`src/rtl/jacs_pkg.sv`:
```
// ----------------------------------------------------------------------------
// jacs_pkg
// Shared types, opcodes and constants of the joystick axis curve smoother.
// ----------------------------------------------------------------------------
package jacs_pkg;

   localparam int LOG_FRAC = 24;
   localparam int STEP_W   = 5;
   localparam int AXIS_W   = 16;
   localparam int POWER_W  = 12;
   localparam int ALPHA_W  = 17;
   localparam int CSR_W    = 17;

   localparam logic [POWER_W-1:0] POWER_ONE = 12'd256;
   localparam logic [ALPHA_W-1:0] ALPHA_ONE = 17'd65536;

   // request codes (3 acts as smooth)
   localparam logic [1:0] REQ_SMOOTH = 2'd0;
   localparam logic [1:0] REQ_CLEAR  = 2'd1;
   localparam logic [1:0] REQ_SNAP   = 2'd2;

   // register indexes
   localparam logic [1:0] CSR_STEER_POWER = 2'd0;
   localparam logic [1:0] CSR_THR_POWER   = 2'd1;
   localparam logic [1:0] CSR_STEER_ALPHA = 2'd2;
   localparam logic [1:0] CSR_THR_ALPHA   = 2'd3;

   // datapath operations
   localparam logic [3:0] OP_NONE    = 4'd0;
   localparam logic [3:0] OP_LOAD_IN = 4'd1;
   localparam logic [3:0] OP_PREP    = 4'd2;
   localparam logic [3:0] OP_NORM    = 4'd3;
   localparam logic [3:0] OP_LOG     = 4'd4;
   localparam logic [3:0] OP_NLOG    = 4'd5;
   localparam logic [3:0] OP_EMUL    = 4'd6;
   localparam logic [3:0] OP_EXP     = 4'd7;
   localparam logic [3:0] OP_SCALE   = 4'd8;
   localparam logic [3:0] OP_DIFF    = 4'd9;
   localparam logic [3:0] OP_WEIGH   = 4'd10;
   localparam logic [3:0] OP_UPDATE  = 4'd11;
   localparam logic [3:0] OP_OUT     = 4'd12;

   typedef struct packed {
      logic [3:0]        op;
      logic [1:0]        axis;
      logic [STEP_W-1:0] step;
   } jacs_cmd_type;

   typedef struct packed {
      logic shortcut;
      logic norm_done;
   } jacs_status_type;

   typedef logic [LOG_FRAC-1:0][31:0] jacs_root_tab_type;

   // Chain of square roots: c(k) = floor(sqrt(c(k-1) * 2^32)), c(0) = 2^31.
   function automatic jacs_root_tab_type exp_roots();
      jacs_root_tab_type tab;
      logic [63:0] v;
      logic [63:0] r;
      logic [63:0] b;
      logic [31:0] c;
      c = 32'h8000_0000;
      for (int k = 0; k < LOG_FRAC; k++) begin
         v = {c, 32'h0};
         r = 64'h0;
         b = 64'h4000_0000_0000_0000;
         for (int i = 0; i < 32; i++) begin
            if (v >= r + b) begin
               v = v - (r + b);
               r = (r >> 1) + b;
            end else begin
               r = r >> 1;
            end
            b = b >> 2;
         end
         c = r[31:0];
         tab[k] = c;
      end
      return tab;
   endfunction

   localparam jacs_root_tab_type EXP_ROOT = exp_roots();

endpackage

```
`src/rtl/jacs_ctrl.sv`:
```
// ----------------------------------------------------------------------------
// jacs_ctrl
// Sequencer: walks the four axes through shaping and blending, then hands
// the result to the output register.
// ----------------------------------------------------------------------------
module jacs_ctrl (
   input  logic                     clock,
   input  logic                     reset,
   input  logic                     req_valid,
   output logic                     req_stall,
   output logic                     rsp_valid,
   input  logic                     rsp_stall,
   input  jacs_pkg::jacs_status_type status,
   output jacs_pkg::jacs_cmd_type    cmd
);
   import jacs_pkg::*;

   localparam logic [3:0] ST_IDLE   = 4'd0;
   localparam logic [3:0] ST_PREP   = 4'd1;
   localparam logic [3:0] ST_NORM   = 4'd2;
   localparam logic [3:0] ST_LOG    = 4'd3;
   localparam logic [3:0] ST_NLOG   = 4'd4;
   localparam logic [3:0] ST_EMUL   = 4'd5;
   localparam logic [3:0] ST_EXP    = 4'd6;
   localparam logic [3:0] ST_SCALE  = 4'd7;
   localparam logic [3:0] ST_DIFF   = 4'd8;
   localparam logic [3:0] ST_WEIGH  = 4'd9;
   localparam logic [3:0] ST_UPDATE = 4'd10;
   localparam logic [3:0] ST_FINISH = 4'd11;

   localparam logic [STEP_W-1:0] LAST_STEP = STEP_W'(LOG_FRAC - 1);

   logic [3:0]        state_ff, state_in;
   logic [1:0]        axis_ff, axis_in;
   logic [STEP_W-1:0] step_ff, step_in;
   logic              valid_ff, valid_in;
   logic              out_free;
   logic [3:0]        op;

   assign out_free  = !valid_ff || !rsp_stall;
   assign req_stall = (state_ff != ST_IDLE);
   assign rsp_valid = valid_ff;

   always_comb begin
      state_in = state_ff;
      axis_in  = axis_ff;
      step_in  = step_ff;
      op       = OP_NONE;
      case (state_ff)
         ST_IDLE: begin
            if (req_valid) begin
               op       = OP_LOAD_IN;
               axis_in  = 2'd0;
               state_in = ST_PREP;
            end
         end
         ST_PREP: begin
            op       = OP_PREP;
            state_in = status.shortcut ? ST_DIFF : ST_NORM;
         end
         ST_NORM: begin
            op = OP_NORM;
            if (status.norm_done) begin
               step_in  = '0;
               state_in = ST_LOG;
            end
         end
         ST_LOG: begin
            op      = OP_LOG;
            step_in = step_ff + 1'b1;
            if (step_ff == LAST_STEP) state_in = ST_NLOG;
         end
         ST_NLOG: begin
            op       = OP_NLOG;
            state_in = ST_EMUL;
         end
         ST_EMUL: begin
            op       = OP_EMUL;
            step_in  = '0;
            state_in = ST_EXP;
         end
         ST_EXP: begin
            op      = OP_EXP;
            step_in = step_ff + 1'b1;
            if (step_ff == LAST_STEP) state_in = ST_SCALE;
         end
         ST_SCALE: begin
            op       = OP_SCALE;
            state_in = ST_DIFF;
         end
         ST_DIFF: begin
            op       = OP_DIFF;
            state_in = ST_WEIGH;
         end
         ST_WEIGH: begin
            op       = OP_WEIGH;
            state_in = ST_UPDATE;
         end
         ST_UPDATE: begin
            op = OP_UPDATE;
            if (axis_ff == 2'd3) begin
               state_in = ST_FINISH;
            end else begin
               axis_in  = axis_ff + 1'b1;
               state_in = ST_PREP;
            end
         end
         ST_FINISH: begin
            // previous result must be gone before the output register reloads
            if (out_free) begin
               op       = OP_OUT;
               state_in = ST_IDLE;
            end
         end
         default: state_in = ST_IDLE;
      endcase
   end

   always_comb begin
      valid_in = valid_ff;
      if (valid_ff && !rsp_stall) valid_in = 1'b0;
      if (op == OP_OUT) valid_in = 1'b1;
   end

   assign cmd.op   = op;
   assign cmd.axis = axis_ff;
   assign cmd.step = step_ff;

   always_ff @(posedge clock) begin
      if (reset) begin
         state_ff <= ST_IDLE;
         axis_ff  <= 2'd0;
         step_ff  <= '0;
         valid_ff <= 1'b0;
      end else begin
         state_ff <= state_in;
         axis_ff  <= axis_in;
         step_ff  <= step_in;
         valid_ff <= valid_in;
      end
   end

endmodule

```
`config.mk`:
```
export PLATFORM = sky130hd
export DESIGN_NAME = jacs_ctrl
export DESIGN_NICKNAME = d
export VERILOG_FILES = /design/src/rtl/jacs_pkg.sv /design/src/rtl/jacs_ctrl.sv
export SDC_FILE = /design/constraint.sdc
export NUM_CORES = 1
export LEC_CHECK = 0
export BUFFER_PORTS_ARGS = -buffer_cell sky130_fd_sc_hd__buf_4
export CORE_MARGIN = 4
export CORE_UTILIZATION = 35
export DETAILED_ROUTE_END_ITERATION = 7
export HOLD_SLACK_MARGIN = 0.03
export PLACE_DENSITY = 0.71
export SETUP_SLACK_MARGIN = 0.15
export SLEW_MARGIN = 20
export SYNTH_ARGS = -nofsm -noshare
export SYNTH_HDL_FRONTEND = slang
export SYNTH_SLANG_ARGS = --single-unit
```
`constraint.sdc`:
```
create_clock -name clock -period 1.5 [get_ports clock]
set_clock_uncertainty 0.2 [all_clocks]
set_input_delay 0.3 -clock clock [delete_from_list [all_inputs] [get_ports clock]]
set_output_delay 0.3 -clock clock [all_outputs]
set_load 0.1 [all_outputs]
```
# Word level (Yosys, flattened, before mapping)
# Cells that the tools add are included.
# Widths: inputs -> output; s select.
[totals]
register_bits = 12
elab_cells = 57
in_bits = 6
out_inout_bits = 13
[op_classes]
n_eq_ne = 20
n_reduce_logical = 13
add_sub_neg = 2
muxes = 18
[ops]
columns = ["op", "n"]
rows = [
  ["$pmux 4 s12", 2],
  ["$mux 4", 8],
  ["$eq 4x4->1 const B", 5],
  ["$eq 4x3->1 const B", 4],
  ["$pmux 5 s3", 1],
  ["$ne 2x2->1 const B", 6],
  ["$eq 4x2->1 const B", 2],
  ["$add 5x1->5 const B", 1],
  ["$eq 5x5->1 const B", 1],
  ["$mux 5", 1],
  ["$reduce_and 5->1", 1],
  ["$eq 4x1->1 const B", 1],
  ["$logic_not 4->1", 1],
  ["$mux 2", 2],
  ["$pmux 2 s2", 1],
  ["$reduce_bool 2->1", 2],
  ["$reduce_bool 4->1", 1],
  ["$mux 1", 3],
  ["$reduce_and 3->1", 1],
  ["$reduce_bool 3->1", 1],
  ["$add 2x1->2 const B", 1],
  ["$eq 2x2->1 const B", 1],
  ["$logic_not 1->1", 2],
  ["$reduce_and 2->1", 1],
  ["other kinds (3)", 3],
]

# Longest topological paths before layout
[depth]
ltp_word = 6
depth_mapped = 6
ltp_nobuf = 5

# Worst setup path after synthesis
# OpenSTA, ideal clock, no wires.
[synth_path]
path_type = "reg-to-reg"
from = "register state_ff[2]"
to = "register state_ff[0]"
arrival_ps = 3402
path_slack_ps = -2176
setup_ps = 73
period_less_slack_ps = 3676
stages_incl_launch_ff = 6
cell_sequence = "dfxtp_1 > buf_4 > buf_2 > a211oi_1 > o21ai_0 > a21oi_1"
[synth_via]
elab_chain_cells = 3
[synth_lines]
columns = ["item", "line_no", "text"]
rows = [
  ["start, declared", "jacs_ctrl.sv:33", "logic [3:0] state_ff, state_in;"],
  ["start signal, assigned", "jacs_ctrl.sv:136", "state_ff <= state_in;"],
  ["$eq 4x2->1 (tied with other cells)", "jacs_ctrl.sv:49", "case (state_ff)"],
  ["$ne 2x2->1 (no line)", "--", ""],
  ["$reduce_and 5->1 (no line)", "--", ""],
]
# Several ways; a longest one is shown, not always the timed one.
# A chain may end at the register's enable or synchronous reset.

==> Implementation_results.wiki <==
{| class="wikitable"
! Metric !! Value
|-
| Synth warnings || 0
|-
| Pwr dens || 899 nW/um2
|-
| Synthesis-to-finish area growth || 127%
|-
| Final estimated routing congestion in global placement || 0.831
|-
| Most frequent cells in the layout || sky130_fd_sc_hd__buf_4 (34), sky130_fd_sc_hd__buf_12 (13), sky130_fd_sc_hd__dfxtp_4 (12), sky130_fd_sc_hd__buf_6 (12), sky130_fd_sc_hd__a21oi_1 (7)
|-
| Number of non-filler instances in the completed layout || 186
|-
| Storage cell area || 285 um2
|-
| Final critical path time including I/O delays and setup || 1.92 ns
|-
| Core ar. || 2020 um2
|-
| Worst Reg-to-Reg Cells || 7
|-
| Final hold viol count || 0
|-
| Num rows || 16
|-
| Startpoint of the most critical hold path || rsp_stall
|-
| Highest ir drop seen on vdd || 0.903 mV
|-
| Instance count along the most critical hold path || 3
|-
| Final worst-path setup slack || -0.415 ns
|-
| Number of nets still failing antenna checks after routing || 0
|-
| NumNets Final || 168
|-
| Bufs on Longest Clock Path || 2
|-
| Crit path kind || reg -> out
|-
| Most frequent standard cell in the layout excluding fill and tap cells || sky130_fd_sc_hd__buf_4
|-
| Pin count of the biggest net entering global routing || 13
|-
| Flop-to-flop setup slack || -0.27 ns
|-
| CTS Buf Count || 3
|-
| Final setup fails || 17
|-
| Count of placed standard cells including taps || 160
|-
| Number of primary I/O pins || 19
|-
| Final count of pins violating max slew || 0
|-
| Synthesized netlist net count || 106
|-
| Crit-path max FO || 8
|-
| First DRT Iteration DRCs || 44
|-
| Syn_area_per_cell || 7.76 um2
|-
| Seq cells post-synth || 12
|-
| Nature of the critical path startpoint || flop
|-
| Global-route wire length before repair || 4380 um
|-
| Filler instances || 91
|-
| X dimension of the die || 54.6 um
|-
| Drt drc || 0
|-
| Via total after detailed routing || 1006
|-
| Critical-path top delay cell || sky130_fd_sc_hd__dfxtp_4
|-
| Die height || 54.6 um
|-
| Summed instance area of the synthesized netlist || 761 um2
|-
| Antenna diode count || 0
|-
| Number of global-route vias before repair || 916
|-
| Initial Util || 0.376
|-
| Number of instances in the synthesized netlist || 98
|-
| Number of buffers added on ports || 18
|-
| Clock slew seen by the registers of the worst setup and hold paths || 0.08 ns
|-
| Min-Delay Endpoint || rsp_valid
|-
| Length of the first detailed-routing pass in iterations || 4
|-
| Period Utilization, post-route || 1.28
|-
| Total GRT Usage || 0.209
|-
| FMAX || 522 MHz
|-
| Seq/Total Area, Yosys || 0.316
|-
| Arrival time reported for the critical path endpoint || 1.42 ns
|-
| Yosys cell types || 35
|-
| Leakage component of the power || 0.683 nW
|-
| Sum of internal, switching and leakage power || 1.55 mW
|-
| Post-detailed-route wirelength per cell || 18.3 um
|-
| Via-per-instance ratio || 5.41
|-
| Startpoint of the worst-slack reg-to-reg timing path || state_ff[1]
|-
| DP Wirelength || 1660 um
|-
| Result of the run || finished with violations
|-
| Clock tree from TritonCTS || yes
|-
| Area of combinational cells with multiple inputs || 657 um2
|-
| Data required time of the critical path || 1.00 ns
|-
| R2R Path End || step_ff[4]
|-
| Die area || 2980 um2
|-
| Clk sinks || 12
|-
| Violations in the final reports || setup timing
|-
| Layout cells sized above 1 || 0.660
|-
| Max-cap check violation count || 0
|-
| Max-Slew Margin vs Limit || 0.784
|-
| Clock Latency Late Sink || 0.30 ns
|-
| Total wirelength of the detailed-routed design || 3400 um
|-
| Global route total overflow || 0
|-
| Delay of the slowest cell on the worst path || 0.42 ns
|-
| Clock root buffer || sky130_fd_sc_hd__clkbuf_4
|-
| CP Cell Sequence || nand3_1 > or2_4 > o21ai_4 > buf_12
|-
| RSZ-0062 raised after global routing || true
|-
| Actual slew at the worst max-slew pin || 0.321 ns
|-
| Capturing element type of the critical path || output port
|-
| Antenna violations before repair || 0
|-
| Path class of the lowest-slack min-delay path || in -> reg
|-
| H-tree lvl count || 1
|}
==> worst max-delay path by stage <==
stage	from	endpoint	slack, ns
final	state_ff[2]	cmd[10]	-0.42
after global routing	state_ff[2]	cmd[10]	-0.43
after CTS	state_ff[1]	req_stall	-0.39
after detailed placement	state_ff[2]	req_stall	-0.23
after global placement	state_ff[1]	req_stall	-0.20
after floorplan	state_ff[2]	state_ff[0]	-0.51
==> sequential cells by signal (all words and copies together), names as in the netlist <==
register / cells
step_ff: 5
state_ff: 4
axis_ff: 2
rsp_valid: 1
==> kinds of logic after synthesis <==
logic type / synth area share
buffers and inverters: 0.0609
xor gates and xnor gates: 0.0230
adders and majority gates: 0.0329
muxes: 0.0263
AOI/OAI and AO/OA: 0.237
DFF: 0.316
and+or+nand+nor: 0.304
==> power breakdown <==
group	internal, mW	switching [mW]
Clock	0.0973	0.125
Sequential	0.327	0.0301
Combinational	0.430	0.539
Total	0.855	0.694
==> synthesized netlist by cell type <==
cell type                   instances  area share
sky130_fd_sc_hd__a2111oi_0          1       0.012
sky130_fd_sc_hd__a211oi_1           1      0.0099
sky130_fd_sc_hd__a21o_1             1      0.0099
sky130_fd_sc_hd__a21oi_1           10       0.066
sky130_fd_sc_hd__a22oi_1            1      0.0099
sky130_fd_sc_hd__a311o_1            1       0.013
sky130_fd_sc_hd__a31oi_1            3       0.025
sky130_fd_sc_hd__a32oi_1            1       0.012
sky130_fd_sc_hd__and2_1             1      0.0082
sky130_fd_sc_hd__and3_1             1      0.0082
sky130_fd_sc_hd__and3b_1            1       0.012
sky130_fd_sc_hd__and4b_1            1       0.013
sky130_fd_sc_hd__buf_2              4       0.026
sky130_fd_sc_hd__buf_4              1      0.0099
sky130_fd_sc_hd__clkbuf_1           2      0.0099
sky130_fd_sc_hd__dfxtp_1           12        0.32
sky130_fd_sc_hd__ha_1               2       0.033
sky130_fd_sc_hd__inv_1              3       0.015
sky130_fd_sc_hd__mux2i_1            2       0.026
sky130_fd_sc_hd__nand2_1            5       0.025
sky130_fd_sc_hd__nand2b_1           4       0.033
sky130_fd_sc_hd__nand3_1            5       0.033
sky130_fd_sc_hd__nand4b_4           1       0.031
sky130_fd_sc_hd__nor2_1            10       0.049
sky130_fd_sc_hd__nor2b_1            2       0.016
sky130_fd_sc_hd__nor3_1             1      0.0066
sky130_fd_sc_hd__nor4_1             2       0.016
sky130_fd_sc_hd__nor4b_1            1       0.012
sky130_fd_sc_hd__o21ai_0            9       0.059
sky130_fd_sc_hd__o21bai_1           1      0.0099
sky130_fd_sc_hd__o22a_1             1       0.012
sky130_fd_sc_hd__or2_2              1      0.0082
sky130_fd_sc_hd__or3_1              4       0.033
sky130_fd_sc_hd__xnor2_1            1       0.012
sky130_fd_sc_hd__xor2_1             1       0.012
==> layout make-up <==
type                            instances  area share
Multi-Input combinational cell         76       0.381
Sequential cell                        12       0.165
Timing Repair Buffer                   64       0.412
Tap cell                               27      0.0196
Clock inverter                          1     0.00218
Inverter                                3     0.00653
Clock buffer                            3      0.0131
==> worst max-delay path, delay by kind of cell, from the launching register on <==
family | cells | cell delay (ns)
AND/OR/NAND/NOR | 2 | 0.43
buffers and inverters | 1 | 0.19
flip-flops | 1 | 0.42
AO/OA/AOI/OAI | 1 | 0.08
==> routing by layer <==
metal,wire length (um),part of all wire,up-vias,track usage
met5,0,0,-,0
met4,29,0.0085,0,0.0498
met3,165,0.049,3,0.0490
met2,1700,0.50,33,0.344
met1,1510,0.44,489,0.272
li1,-,-,481,-
==> timing repair <==
| item | in CTS | in global routing |
|---|---|---|
| buffers inserted | 4 | 15 |
| hold buffers | 3 | 0 |
| setup endpoints to repair | 24 | 24 |
| resized for setup | 72 | 16 |
| pin swaps | 15 | 10 |
| endpoints found under the hold margin | 2 | 0 |
| gates cloned | 0 | 0 |
==> per-stage QoR <==
stage | hold slack [ns] | TNS [ns] | setup WS (ns) | cell area [um2] | utilization
final | 0.146 | -3.87 | -0.415 | 1720 | 0.853
after global routing | 0.159 | -4.87 | -0.432 | 1720 | 0.853
after CTS | 0.152 | -2.55 | -0.386 | 1550 | 0.766
after detailed placement | 0.304 | -2.25 | -0.232 | 1180 | 0.585
after global placement | 0.290 | -1.83 | -0.201 | 1180 | 0.585
after floorplan | 0.277 | -2.11 | -0.513 | 901 | -
No activity file was read; power rests on OpenSTA's default activity.
